--- src/rtl/core/pbvc_pkg.sv ---
// Package for the point batch view transform and cull block.
// Holds field widths, register reset values, register indexes and the stage enable type.
// No dependencies.
`default_nettype none

package pbvc_pkg;

   // Field widths.
   localparam int POS_W    = 48;
   localparam int DIFF_W   = 49;
   localparam int SCALE_W  = 32;
   localparam int OFF_W    = 32;
   localparam int SCR_W    = 32;
   localparam int SIZE_W   = 16;
   localparam int PHI_W    = 50;
   localparam int PLO_W    = 64;
   localparam int IPART_W  = 52;
   localparam int CSR_IDX_W = 3;
   localparam int CSR_DATA_W = 48;

   // Register reset values.
   localparam logic [SCALE_W-1:0] SCALE_RESET = 32'h0001_0000;

   // Configuration register indexes.
   typedef enum logic [CSR_IDX_W-1:0] {
      CSR_VIEW_LEFT     = 3'd0,
      CSR_VIEW_TOP      = 3'd1,
      CSR_X_SCALE       = 3'd2,
      CSR_Y_SCALE       = 3'd3,
      CSR_OFFSET_X      = 3'd4,
      CSR_OFFSET_Y      = 3'd5,
      CSR_SCREEN_WIDTH  = 3'd6,
      CSR_SCREEN_HEIGHT = 3'd7
   } csr_index_type;

   // Load enables of the datapath stages, one per register stage.
   typedef struct packed {
      logic diff;
      logic prod;
      logic sum;
      logic round;
   } stage_en_type;

endpackage

`default_nettype wire

--- src/rtl/core/pbvc_bbox.sv ---
// Batch bounding box, visibility test and the result register.
// Depends on pbvc_pkg.
`default_nettype none

module pbvc_bbox (
   input  wire                                  clock,
   input  wire                                  reset,
   input  wire                                  load,
   input  wire                                  item,
   input  wire signed [pbvc_pkg::SCR_W-1:0]     sx,
   input  wire signed [pbvc_pkg::SCR_W-1:0]     sy,
   input  wire                                  last,
   input  wire        [pbvc_pkg::SIZE_W-1:0]    width,
   input  wire        [pbvc_pkg::SIZE_W-1:0]    height,
   output logic signed [pbvc_pkg::SCR_W-1:0]    screen_x,
   output logic signed [pbvc_pkg::SCR_W-1:0]    screen_y,
   output logic                                 batch_end,
   output logic                                 visible
);

   logic signed [pbvc_pkg::SCR_W-1:0] min_x_ff, max_x_ff, min_y_ff, max_y_ff;
   logic signed [pbvc_pkg::SCR_W-1:0] min_x_in, max_x_in, min_y_in, max_y_in;
   logic                              first_ff, first_in;
   logic signed [pbvc_pkg::SCR_W-1:0] screen_x_ff, screen_y_ff;
   logic                              batch_end_ff, visible_ff, visible_in;
   logic signed [pbvc_pkg::SCR_W-1:0] width_s, height_s;
   logic                              max_x_ok, min_x_ok, max_y_ok, min_y_ok;

   // Box update; the first point of a batch starts a new box.
   always_comb begin
      if (first_ff) begin
         min_x_in = sx;
         max_x_in = sx;
         min_y_in = sy;
         max_y_in = sy;
      end else begin
         min_x_in = (sx < min_x_ff) ? sx : min_x_ff;
         max_x_in = (sx > max_x_ff) ? sx : max_x_ff;
         min_y_in = (sy < min_y_ff) ? sy : min_y_ff;
         max_y_in = (sy > max_y_ff) ? sy : max_y_ff;
      end
      first_in = last;
   end

   // Overlap test on the updated box, compared point and box in parallel.
   always_comb begin
      width_s  = $signed({{(pbvc_pkg::SCR_W-pbvc_pkg::SIZE_W){1'b0}}, width});
      height_s = $signed({{(pbvc_pkg::SCR_W-pbvc_pkg::SIZE_W){1'b0}}, height});
      max_x_ok = !sx[pbvc_pkg::SCR_W-1] || (!first_ff && !max_x_ff[pbvc_pkg::SCR_W-1]);
      max_y_ok = !sy[pbvc_pkg::SCR_W-1] || (!first_ff && !max_y_ff[pbvc_pkg::SCR_W-1]);
      min_x_ok = (sx < width_s) || (!first_ff && (min_x_ff < width_s));
      min_y_ok = (sy < height_s) || (!first_ff && (min_y_ff < height_s));
      visible_in = last && max_x_ok && min_x_ok && max_y_ok && min_y_ok;
   end

   // Box state moves only with a real transaction.
   always_ff @(posedge clock) begin
      if (reset) begin
         first_ff <= 1'b1;
         min_x_ff <= '0;
         max_x_ff <= '0;
         min_y_ff <= '0;
         max_y_ff <= '0;
      end else if (load && item) begin
         first_ff <= first_in;
         min_x_ff <= min_x_in;
         max_x_ff <= max_x_in;
         min_y_ff <= min_y_in;
         max_y_ff <= max_y_in;
      end
   end

   // Result register.
   always_ff @(posedge clock) begin
      if (load) begin
         screen_x_ff  <= sx;
         screen_y_ff  <= sy;
         batch_end_ff <= last;
         visible_ff   <= visible_in;
      end
   end

   assign screen_x  = screen_x_ff;
   assign screen_y  = screen_y_ff;
   assign batch_end = batch_end_ff;
   assign visible   = visible_ff;

endmodule

`default_nettype wire

--- config.mk ---
export PLATFORM = sky130hd
export DESIGN_NAME = pbvc_bbox
export DESIGN_NICKNAME = d
export VERILOG_FILES = /design/src/rtl/core/pbvc_pkg.sv /design/src/rtl/core/pbvc_bbox.sv
export SDC_FILE = /design/constraint.sdc
export NUM_CORES = 1
export LEC_CHECK = 0
export BUFFER_PORTS_ARGS = -buffer_cell sky130_fd_sc_hd__buf_4
export CORE_ASPECT_RATIO = 1.25
export CORE_MARGIN = 2
export CORE_UTILIZATION = 63
export DETAILED_ROUTE_END_ITERATION = 10
export GPL_ROUTABILITY_DRIVEN = 0
export PLACE_DENSITY_LB_ADDON = 0.1
export RECOVER_POWER = 25
export SLEW_MARGIN = 25
export SYNTH_ARGS = -nofsm -noshare
export SYNTH_HDL_FRONTEND = slang
export SYNTH_SLANG_ARGS = --single-unit
--- constraint.sdc ---
create_clock -name clock -period 6.5 [get_ports clock]
set_input_delay 1.95 -clock clock [delete_from_list [all_inputs] [get_ports clock]]
set_output_delay 1.95 -clock clock [all_outputs]
set_load 0.02 [all_outputs]
# Yosys cells after proc, flatten, opt, wreduce, memory -nomap -nowiden
# Index checks and enable logic that the tools add are counted.
[word_totals]
input_bits = 101
register_bits = 195
word_cells = 51
[op_classes]
order_cmp = 8
muxes = 8
reduce_logical = 26
[op_table]
columns = ["operator", "count"]
rows = [
  ["32-bit 2-to-1 mux", 8],
  ["32-bit by 17-bit < comparator with 1-bit output", 4],
  ["32-bit greater-than comparator", 2],
  ["32-bit < comparator", 2],
  ["1-bit logical AND", 9],
  ["2-bit AND reduction", 4],
  ["2-bit nonzero test", 4],
  ["1-bit zero test", 5],
  ["1-bit logical OR", 4],
]

# Logic depth before layout (Yosys ltp)
[depth]
depth_word = 7
depth_mapped = 12

# Worst setup path before layout
# No wires, ideal clock.
[synth_timing]
path_kind = "in2reg"
from = "input sx[5] (netlist name)"
to = "register max_x_ff[10] (netlist name)"
n_path_buf = 1
path_stages = 10
setup_slack_ns = 2.535
setup_time_ns = 0.072
arrival_ns = 3.894
cell_sequence = "ha_1 > a21oi_1 > o21ai_1 > a221o_1 > a221oi_1 > o21ai_1 > xnor2_1 > a2bb2oi_2 > buf_4 > mux2i_1"
[synth_between]
elab_chain_cells = 3
[synth_rtl]
columns = ["element", "line", "source"]
rows = [
  ["start, declared", "pbvc_bbox.sv:10", "input wire signed [pbvc_pkg::SCR_W-1:0] sx,"],
  ["32-bit greater-than comparator", "pbvc_bbox.sv:38", "max_x_in = (sx > max_x_ff) ? sx : max_x_ff;"],
  ["2-bit nonzero test (no source line)", "-", ""],
  ["2-bit AND reduction (no source line)", "-", ""],
  ["end signal, assigned", "pbvc_bbox.sv:67", "max_x_ff <= max_x_in;"],
  ["end, declared", "pbvc_bbox.sv:21", "logic signed [pbvc_pkg::SCR_W-1:0] min_x_ff, max_x_ff, min_y_ff, max_y_ff;"],
]
# No other way between the ends.
# A chain may end at the register's enable or synchronous reset.

# Final worst setup path
[layout_timing]
from = "input sy[31] (netlist name)"
to = "register max_y_ff[15] (netlist name)"
[layout_between]
elab_chain_cells = 3
[layout_rtl]
columns = ["element", "line", "source"]
rows = [
  ["start, declared", "pbvc_bbox.sv:11", "input wire signed [pbvc_pkg::SCR_W-1:0] sy,"],
  ["32-bit greater-than comparator", "pbvc_bbox.sv:40", "max_y_in = (sy > max_y_ff) ? sy : max_y_ff;"],
  ["2-bit nonzero test (no source line)", "-", ""],
  ["2-bit AND reduction (no source line)", "-", ""],
  ["end signal, assigned", "pbvc_bbox.sv:69", "max_y_ff <= max_y_in;"],
  ["end, declared", "pbvc_bbox.sv:21", ""],
]
# No other way between the ends.

==> reports/results.ini <==
[floorplanning]
fp.dieW_um = 127
start_util = 0.639
num_rows = 56
die-area_um2 = 20000
die_h_um = 158
io_pins = 167
coreArea_um2 = 18600

[logic_synthesis]
synthTopCellsByArea = dfxtp_1 22%, ha_1 20%, edfxtp_1 17%, mux2i_1 11%, nand2b_1 7.0%
synth_area_um2 = 11900
synth_top_family_by_area = adder cells
synth_cells = 1226
synth_cell_types = 53
yosysTopAreaCell = dfxtp_1
synth_xor_area_frac = 0.000736
synthAdderAreaFrac = 0.195
synth_mux_area_frac = 0.108
synth_compound_area_frac = 0.0849
ys_warn_count = 0
syn_avg_cell_area_um2 = 9.71
syn_nets = 1513
synth_top_cell_area_share = 0.217
ys_ff_latch = 195
yosysSeqAreaShare = 0.383
yosys.area_share.simple = 0.162

[cts]
cts.sinks = 195
clockBufferDepth = 2
htree_levels = 4
worst_skew_pair.late_latency_ns = 0.43
tritoncts = yes
cts_hold_buf = 0
clk_pin_slew_ns = 0.07
post_cts_buffers = 0
clockRootBuffer = clkbuf_16
cts_made_buffers = 17
post_cts_resized = 0

[drt]
dr.pass1.iters = 5
drtIter0Drc = 427
vias_per_cell = 5.65
wl_um = 26700
vias = 9201
wl_per_cell_um = 16.4
drc_errors = 0
ant_nets = 0

[layout]
drive_above_1_share = 0.105
nNetsFinal = 1670
mostFrequentLayoutCell = ha_1
mostFrequentLayoutCells = 186 x ha_1, 160 x inv_1, 133 x nand2b_1
syn_to_final_growth_pct = 14.6
fin_area_um2 = 13600

[outcome]
status = finished clean

[run]
maxCapViolCount = 0

[worst_setup_path]
crit_type = input pin to register
cp_max_fo = 17
path_cells = clkbuf_1, ha_1, nand4_1, nor4_1, a21oi_1, o2bb2ai_1, nor2_4, buf_4, mux2i_1
cp.arrival_ns = 5.00
worstReg2RegStart = max_x_ff[7]
start_kind = input pin
cp_top_family = simple AND/OR/NAND/NOR gates
critical_path_buf_inv_count = 2
critical_path.max_stage_delay_ns = 0.57
worstPathRequired_ns = 6.85
startpoint = sy[31]
cp-end-kind = register
crit_path_top_delay_cell = nor4_1

[min_path]
hold_start = max_y_ff[1]
hold_class = register to register

[global_route]
antenna_found_initial = 1
grt_pass1_vias = 9093
overflow = 0
track_usage = 0.270
grt_max_degree = 81
grt_pass1_wl_um = 43400

[sta]
timing.final.crit_period_ns = 4.65
max_freq_ghz = 0.215
timing_hold_violations_final = 0
rsz0062_at_grt = no
setup_violations = 0
finClkSkew_ns = 0.0106
post-route-period-util = 0.715
fin_tns_setup_ns = 0
drv_slew = 0
worst_pin_slew_ns = 0.967
relSlewSlack = 0.355

[pwr]
power.density_nw_per_um2 = 223
vdd_drop_max_uv = 194
seq_power_share = 0.459
internal-power_mw = 2.16
switching_share = 0.290
p_switching_mw = 0.883
pwr-share-comb = 0.214
power.share.clock = 0.327
leakagePower_nw = 5.93

[placed_design]
io_buffers = 166
dp_hpwl_um = 19900
dpl-instance-area_um2 = 13300

==> cells by family after synthesis <==
family,after synthesis
flops,195
xor+xnor,1
compound gates,160
mux,128
fa+ha+maj,186
buf+inv,195
simple gates,361
==> flip-flops by register name (all words and copies together), names as in the netlist <==
register   count
screen_y      32
max_x_ff      32
first_ff       1
min_y_ff      32
max_y_ff      32
min_x_ff      32
screen_x      32
visible        1
batch_end      1
==> power by group through the flow <==
stage | clock [mW] | combinational [mW] | sequential (mW)
after floorplan | 0 | 0.387 | 1.46
after global placement | 0 | 0.645 | 1.42
after detailed placement | 0 | 0.669 | 1.43
after CTS | 1.01 | 0.674 | 1.40
after global routing | 1.06 | 0.733 | 1.41
final | 0.995 | 0.652 | 1.40
==> Yosys cell counts, drive strengths merged <==
library cell	number
a2111oi	3
a211o	2
a211oi	10
a21o	14
a21oi	69
a221o	2
a221oi	2
a22oi	4
a2bb2oi	1
a311oi	2
a31oi	1
a41oi	5
and3	2
and4	3
and4bb	1
buf	13
clkbuf	22
dfxtp	129
edfxtp	66
ha	186
inv	160
mux2i	128
nand2	51
nand2b	133
nand3	20
nand4	25
nand4b	1
nor2	83
nor2b	7
nor3	9
nor3b	2
nor4	19
o211a	1
o211ai	5
o21a	1
o21ai	32
o21bai	1
o221ai	2
o2bb2ai	2
o311a	1
or2	1
or3	1
or4	3
xnor2	1
==> area by class of cell <==
class                      count  area, µm²
multi-input combinational    836       6580
fill                        1452       5000
sequential                   195       4560
timing repair buffer         173       1050
inverter                     160        601
clock buffer                  23        479
tap                          232        290
clock inverter                 9       70.1
antenna                        1       2.50
==> tightest hold or removal path, delay by kind of cell (launching register included) <==
kind             cells  cell delay, ns
flip-flops           1            0.31
AND/OR/NAND/NOR      1            0.06
multiplexers         1            0.06
==> metrics by stage <==
step	hold WS (ns)	util	setup WS [ns]	std cells	total power, mW
final	0.476	0.732	1.85	1629	3.05
after global routing	0.497	0.732	1.55	1629	3.20
after CTS	0.480	0.744	2.02	1628	3.08
after detailed placement	0.468	0.715	1.58	1596	2.09
after global placement	0.460	0.715	1.64	1596	2.07
after floorplan	0.452	-	2.53	1226	1.84
==> per-layer routing <==
metal | GRT usage | up-vias | share of wire
met1 | 0.306 | 4370 | 0.42
met2 | 0.507 | 189 | 0.52
met5 | 0 | - | 0
li1 | - | 4584 | -
met3 | 0.0395 | 58 | 0.036
met4 | 0.113 | 0 | 0.032
==> worst paths after layout <==
path                  endpoint  slack [ns]  depth (start not counted)
setup reg to reg   max_x_ff[3]        3.30                         11
hold / removal     max_y_ff[1]        0.48                          2
setup / recovery  max_y_ff[15]        1.85                          9
hold reg to reg    max_y_ff[1]        0.48                          2
No activity file was read; power rests on OpenSTA's default activity.
