### src/rtl/core/pbvc_pkg.sv
// Package for the point batch view transform and cull block.
// Holds field widths, register reset values, register indexes and the stage enable type.
// No dependencies.
`default_nettype none

package pbvc_pkg;

   // Field widths.
   localparam int POS_W    = 48;
   localparam int DIFF_W   = 49;
   localparam int SCALE_W  = 32;
   localparam int OFF_W    = 32;
   localparam int SCR_W    = 32;
   localparam int SIZE_W   = 16;
   localparam int PHI_W    = 50;
   localparam int PLO_W    = 64;
   localparam int IPART_W  = 52;
   localparam int CSR_IDX_W = 3;
   localparam int CSR_DATA_W = 48;

   // Register reset values.
   localparam logic [SCALE_W-1:0] SCALE_RESET = 32'h0001_0000;

   // Configuration register indexes.
   typedef enum logic [CSR_IDX_W-1:0] {
      CSR_VIEW_LEFT     = 3'd0,
      CSR_VIEW_TOP      = 3'd1,
      CSR_X_SCALE       = 3'd2,
      CSR_Y_SCALE       = 3'd3,
      CSR_OFFSET_X      = 3'd4,
      CSR_OFFSET_Y      = 3'd5,
      CSR_SCREEN_WIDTH  = 3'd6,
      CSR_SCREEN_HEIGHT = 3'd7
   } csr_index_type;

   // Load enables of the datapath stages, one per register stage.
   typedef struct packed {
      logic diff;
      logic prod;
      logic sum;
      logic round;
   } stage_en_type;

endpackage

`default_nettype wire

### src/rtl/core/pbvc_axis.sv
// One axis of the view transform: origin subtract, split multiply, offset add,
// rounding and saturation, four register stages. Depends on pbvc_pkg.
`default_nettype none

module pbvc_axis (
   input  wire                                   clock,
   input  wire pbvc_pkg::stage_en_type           en,
   input  wire signed [pbvc_pkg::POS_W-1:0]      pos,
   input  wire signed [pbvc_pkg::POS_W-1:0]      origin,
   input  wire        [pbvc_pkg::SCALE_W-1:0]    scale,
   input  wire signed [pbvc_pkg::OFF_W-1:0]      offset,
   output logic signed [pbvc_pkg::SCR_W-1:0]     screen
);

   logic signed [pbvc_pkg::DIFF_W-1:0]  diff_ff, diff_in;
   logic        [pbvc_pkg::PLO_W-1:0]   plo_ff, plo_in;
   logic signed [pbvc_pkg::PHI_W-1:0]   phi_ff, phi_in;
   logic signed [pbvc_pkg::IPART_W-1:0] ipart_ff, ipart_in;
   logic                                frac_ge_ff, frac_ge_in;
   logic                                frac_gt_ff, frac_gt_in;
   logic signed [pbvc_pkg::SCR_W-1:0]   screen_ff, screen_in;
   logic        [pbvc_pkg::DIFF_W-33:0] diff_hi;
   logic signed [pbvc_pkg::IPART_W-1:0] rounded;
   logic                                round_up;

   // Difference to the view origin, exact in one extra bit.
   always_comb begin
      diff_in = $signed({pos[pbvc_pkg::POS_W-1], pos})
              - $signed({origin[pbvc_pkg::POS_W-1], origin});
   end

   // Split product: the low 32 bits of the difference unsigned, the top bits signed.
   always_comb begin
      diff_hi = diff_ff[pbvc_pkg::DIFF_W-1:32];
      plo_in  = {32'b0, diff_ff[31:0]} * {32'b0, scale};
      phi_in  = $signed({{(pbvc_pkg::PHI_W-(pbvc_pkg::DIFF_W-32)){diff_hi[pbvc_pkg::DIFF_W-33]}},
                         diff_hi})
              * $signed({{(pbvc_pkg::PHI_W-pbvc_pkg::SCALE_W){1'b0}}, scale});
   end

   // Integer part of the product floored, plus the pixel offset; fraction flags.
   always_comb begin
      ipart_in = $signed({{(pbvc_pkg::IPART_W-pbvc_pkg::PHI_W){phi_ff[pbvc_pkg::PHI_W-1]}},
                          phi_ff})
               + $signed({{(pbvc_pkg::IPART_W-32){1'b0}}, plo_ff[63:32]})
               + $signed({{(pbvc_pkg::IPART_W-pbvc_pkg::OFF_W){offset[pbvc_pkg::OFF_W-1]}},
                          offset});
      frac_ge_in = plo_ff[31];
      frac_gt_in = plo_ff[31] & (|plo_ff[30:0]);
   end

   // Round to nearest with ties away from zero, then saturate to 32 bits.
   always_comb begin
      round_up = ipart_ff[pbvc_pkg::IPART_W-1] ? frac_gt_ff : frac_ge_ff;
      rounded  = ipart_ff + $signed({{(pbvc_pkg::IPART_W-1){1'b0}}, round_up});
      priority if (!rounded[pbvc_pkg::IPART_W-1] &&
                   (|rounded[pbvc_pkg::IPART_W-2:pbvc_pkg::SCR_W-1])) begin
         screen_in = {1'b0, {(pbvc_pkg::SCR_W-1){1'b1}}};
      end else if (rounded[pbvc_pkg::IPART_W-1] &&
                   !(&rounded[pbvc_pkg::IPART_W-2:pbvc_pkg::SCR_W-1])) begin
         screen_in = {1'b1, {(pbvc_pkg::SCR_W-1){1'b0}}};
      end else begin
         screen_in = rounded[pbvc_pkg::SCR_W-1:0];
      end
   end

   // Stage registers, each loaded when its stage moves.
   always_ff @(posedge clock) begin
      if (en.diff) begin
         diff_ff <= diff_in;
      end
      if (en.prod) begin
         plo_ff <= plo_in;
         phi_ff <= phi_in;
      end
      if (en.sum) begin
         ipart_ff   <= ipart_in;
         frac_ge_ff <= frac_ge_in;
         frac_gt_ff <= frac_gt_in;
      end
      if (en.round) begin
         screen_ff <= screen_in;
      end
   end

   assign screen = screen_ff;

endmodule

`default_nettype wire

### config.mk
export PLATFORM = sky130hd
export DESIGN_NAME = pbvc_axis
export DESIGN_NICKNAME = d
export VERILOG_FILES = /design/src/rtl/core/pbvc_pkg.sv /design/src/rtl/core/pbvc_axis.sv
export SDC_FILE = /design/constraint.sdc
export NUM_CORES = 2
export LEC_CHECK = 0
export ABC_AREA = 1
export BUFFER_PORTS_ARGS = -buffer_cell sky130_fd_sc_hd__buf_2
export CAP_MARGIN = 20
export CORE_MARGIN = 2
export CORE_UTILIZATION = 65
export DETAILED_ROUTE_END_ITERATION = 7
export GPL_TIMING_DRIVEN = 0
export PLACE_DENSITY = 0.81
export SYNTH_ARGS = -nofsm -noshare
export SYNTH_HDL_FRONTEND = slang
export SYNTH_SLANG_ARGS = --single-unit
### constraint.sdc
create_clock -name clock -period 9.6 [get_ports clock]
set_input_delay 2.4 -clock clock [delete_from_list [all_inputs] [get_ports clock]]
set_output_delay 2.4 -clock clock [all_outputs]
set_load 0.02 [all_outputs]
---- After elaboration in Yosys (flattened, before gate mapping) ----
Index checks and enable logic that the tools add are counted.
storage, ports and cells
  latch bits .............................. 0
  ROM bits ................................ 0
  memories ................................ 0
  output and inout port bits .............. 32
  register bits ........................... 249
  bits in writable memories ............... 0
cells by class
  mux-type cells .......................... 2
  shift-type cells ........................ 0
  bitwise gates (word level) .............. 1
  $mul .................................... 2
  reduce and logical (&&, ||, !) cells .... 7
  div/mod/pow operators ................... 0
  equal/unequal tests ..................... 0
  add/subtract/negate cells ............... 4
  order comparisons ....................... 0
operators with widths
  kind                                            number
  32-bit by 32-bit multiplier with 64-bit output  1
  51-bit by 32-bit adder with 52-bit output       1
  52-bit by 2-bit adder with 52-bit output        1
  50-bit by 33-bit adder with 51-bit output       1
  17-bit by 33-bit multiplier with 50-bit output  1
  48-bit by 48-bit subtractor with 49-bit output  1
  32-bit two-way mux                              1
  31-bit OR reduction                             1
  20-bit AND reduction                            1
  20-bit OR reduction                             1
  1-bit logical AND                               2
  1-bit logical NOT                               2
  1-bit AND                                       1
  1-bit two-way mux                               1

---- Logic depth before layout (Yosys ltp) ----
  word-level depth ........................ 6
  gate-level depth with buffers ........... 31

---- Worst setup path before layout ----
Ideal clock, no wire load.
  path kind ............................... input port to flip-flop
  from .................................... input port scale[14] (netlist bit)
  to ...................................... register plo_ff[60] (netlist bit), data pin
  stages on the path ...................... 26
  required time ........................... 9348 ps
  setup time .............................. 252 ps
  data arrival time ....................... 8431 ps
  slack ................................... 917 ps
  cells stage by stage .................... clkbuf_1 -> clkbuf_1 -> nand2_1 -> fa_1 -> inv_1 -> fa_1 -> inv_1 -> fa_1 -> inv_1 -> fa_1 -> fa_1 -> inv_1 -> fa_1 -> fa_1 -> fa_1 -> inv_1 -> ha_1 -> a21o_1 -> a31oi_1 -> o21ai_0 -> a21oi_1 -> nor2_1 -> nor2_1 -> nand2_1 -> nand2_1 -> nand2_1
between the ends
  cells in the longest elaborated chain, start to end .. 1
ends and longest elaborated chain
  element                                         RTL line         source
  from (decl)                                     pbvc_axis.sv:10  input wire [pbvc_pkg::SCALE_W-1:0] scale,
  32-bit by 32-bit multiplier with 64-bit output  pbvc_axis.sv:35  plo_in = {32'b0, diff_ff[31:0]} * {32'b0, scale};
  named net plo_in (one bit)                      pbvc_axis.sv:16  logic [pbvc_pkg::PLO_W-1:0] plo_ff, plo_in;
  to (signal assigned)                            pbvc_axis.sv:73  plo_ff <= plo_in;
  to (decl)                                       pbvc_axis.sv:16
The timed path passes the listed nets, and every way through them passes these cells.
A chain may end at the register's enable or synchronous reset.

---- Worst setup path after layout ----
  from .................................... input port scale[11] (netlist bit)
  to ...................................... register plo_ff[52] (netlist bit), data pin
Same word-level chain as after synthesis.

==> flow_summary.yaml <==
critical_path:
  critPathArrivalTime_ps: 10040
  path_class: "in -> reg"
  cp.depth: 23
  r2r_end: "plo_ff[52]"
  max_stage_delay_ps: 630
  rrSetupSlack_ps: 800
  cp_cell_sequence: "clkbuf_1, nand2_1, fa_1, inv_1, fa_1, inv_1, fa_1, inv_1, fa_1, inv_1, fa_1, fa_1, fa_1, fa_1, inv_1, ha_1, nand2_1, nor2_1, inv_1, nor2_1, a21oi_1, o211ai_1, xor2_1"
  worst-path-max-fanout: 10
  crit_buf_inv: 7
  cp_common_cell: "fa_1"
  r2r_cells: 21
  crit_path_end_kind: "flip-flop"
  critPathLaunchType: "input port"
  critical_path_required_ps: 10000
  rr_startpoint: "diff_ff[8]"
  cpLargestDelayFamily: "adder cells"
  critPathSlowestCell: "clkbuf_1"
finish:
  drive_above_1_share_pct: 3.994
  utilization_pct: 69.51
  finalNonFillerCells: 10537
  fin_nets: 11172
  stdcell_area_mm2: 0.07410
  syn2layout_area_growth_pct: 6.472
flow_run:
  max-cap-violations: 0
hold_path:
  hold_start: "plo_ff[31]"
  whs_path_depth: 0
  hold_end: "frac_ge_ff"
  hold_class: "reg -> reg"
grt:
  grt_overflow: 0
  grt_max_degree: 65
  grt_antenna_before_repair: 20
  grt_pass1_vias: 64384
  grt.total_usage_pct: 50.87
  grt_pass1_wl_um: 404900
sta:
  tightest_slew_ps: 1336
  max_slew_margin_pct: 10.93
  finClkSkew_ps: 34.52
  setup_viol: 2
  period_share_pct: 100.4
  slew_viol_final: 0
  grt_setup_unrepaired: "yes"
  setup_ws_ps: -39.97
  finalHoldViolCount: 0
  max_freq_ghz: 0.1037
  layout_min_cycle_time_ps: 9640
status:
  outcome: "finished with violations"
  failed_checks: "design-rule violations, negative setup slack"
synthesis:
  yosysTopAreaCell: "fa_1"
  synthMuxAreaShare_pct: 0
  synth-edff-count: 249
  ys_seq_area_share_pct: 10.74
  synth_xor_area_share_pct: 2.515
  synth_top_family_by_area: "adder cells"
  synth_fa_ha_area_share_pct: 49.35
  yosys_warnings: 0
  synthCells: 8859
  synth_area_leaders: "fa_1, inv_1, nand2_1, edfxtp_1, ha_1"
  synth_ff_type: "edfxtp_1"
  synth_commonest_cells: "inv_1, nand2_1, fa_1"
  synth_cell_type_count: 44
  syn_nets: 10942
  synthArstFlopShare_pct: 0
  ys_ff_latch: 249
  synth_compound_area_share_pct: 4.692
  netlist.area_leader.share_pct: 39.66
  synth_area_mm2: 0.06960
  syn_avg_cell_area_um2: 7.856
  yosysMostFrequentCell: "inv_1"
  yosys.area_share.simple_pct: 17.76
clock_network:
  cts_max_path_buffers: 3
  clock-sinks: 249
  cts_root_buf: "clkbuf_16"
  clk_latency_ps: 690
  cts_buffers: 31
  clk_pin_slew_ps: 60
  postCtsHoldBufs: 0
  htree_levels: 1
  cts_tree: "built"
detailed_routing:
  ant_nets: 0
  routed_wl_um: 274900
  drt_iter0_drc: 8288
  post_drt_wl_per_cell_um: 26.09
  dr.pass1.iters: 8
  detail_route.vias_per_cell: 5.968
  drc: 13
  via_count: 62885
die:
  die_h_um: 331.2
  dieArea_mm2: 0.1097
  rows: 120
  pin_count: 197
  core_mm2: 0.1066
  start_util_pct: 65.29
  die_w_um: 331.2
placement:
  io_buffers: 164
  dp_hpwl_um: 231900
  postPlaceCellArea_mm2: 0.07263
  gp_congestion: 1.142
  dp_cells: 10451
-- layout by cell type (no fill, tap or decap), drive strengths merged, types with 2 or more instances in the layout --
cell type         n
inv            2452
nand2          2409
fa             1379
ha              539
nor2            451
clkbuf          308
a21oi           266
edfxtp          249
buf             230
o21ai           180
nand3           135
xor2            134
xnor2            65
nor3             44
nand4            37
a31oi            36
or2              30
a21o             29
nor4             29
diode            21
a21boi           21
o21a             18
o21bai           15
clkinv           12
o211ai           11
and3              6
clkdlybuf4s15     5
clkinvlp          4
bufinv            4
a31o              3
o2111ai           3
a211oi            2
and2              2
-- layout make-up --
cell class	count	area [um2]
clock buffers	32	779.5
fillers	8707	32500
plain buffers	301	1250
repair buffers	210	1588
well taps	1403	1755
diodes	21	52.55
multi-input cells	5849	51740
clock inverters	25	280.3
inverters	2447	9185
flip-flops and latches	249	7477
-- metrics by stage --
| stage | worst slack, ps | setup TNS, ps | hold slack [ps] |
|---|---|---|---|
| after floorplan | 916.9 | 0 | 426.9 |
| after global placement | -1627 | -53340 | 491.2 |
| after detailed placement | -1168 | -39820 | 467.5 |
| after CTS | 7.096 | 0 | 479.3 |
| after global routing | -32.53 | -45.99 | 485.2 |
| final | -39.97 | -72.39 | 490.6 |
-- cell families (layout without fill, tap and decap cells) --
kind of cell / Yosys count / in the layout
AOI/OAI and AO/OA: 588 / 588
xor gates and xnor gates: 199 / 199
adders and majority gates: 1918 / 1918
buffers and inverters: 2761 / 3015
DFF: 249 / 249
other: 0 / 21
and+or+nand+nor: 3144 / 3144
-- state kept, by name (all words and copies together) (netlist names) --
register / flops
diff_ff: 49
ipart_ff: 52
screen: 32
frac_ge_ff: 1
plo_ff: 64
frac_gt_ff: 1
phi_ff: 50
-- worst max-delay path by stage --
stage | startpoint | endpoint
2_1_floorplan | scale[14] | plo_ff[60]
3_3_place_gp | scale[25] | plo_ff[51]
3_5_place_dp | scale[19] | plo_ff[52]
4_1_cts | scale[14] | plo_ff[63]
5_1_grt | scale[15] | plo_ff[63]
6_report | scale[11] | plo_ff[52]
-- metal layers --
| metal | wire length [um] | vias to the layer above | global-route usage (%) |
|---|---|---|---|
| met5 | 85 | - | 0 |
| met3 | 46810 | 1345 | 23.93 |
| li1 | - | 26236 | - |
| met4 | 25950 | 12 | 36.90 |
| met1 | 93860 | 30180 | 61.83 |
| met2 | 108100 | 5112 | 70.87 |
-- what timing repair did --
item                                   CTS  global route
setup buffers                            0             0
gates resized for setup                 33            67
endpoints found under the hold margin    0             0
setup endpoints to repair               32            34
cloned                                   0             0
-- worst reg2reg max path, delay by kind of cell, from the launching register on --
family / cells / cell delay (ps)
xor gates and xnor gates: 1 / 170
AOI/OAI and AO/OA: 2 / 600
and+or+nand+nor: 4 / 870
buffers and inverters: 5 / 1250
DFF: 1 / 810
adders and majority gates: 9 / 4790
Power is left out: the tool's default activity adds up to more than one toggle a clock period on the data nets, which glitch-free logic cannot reach.
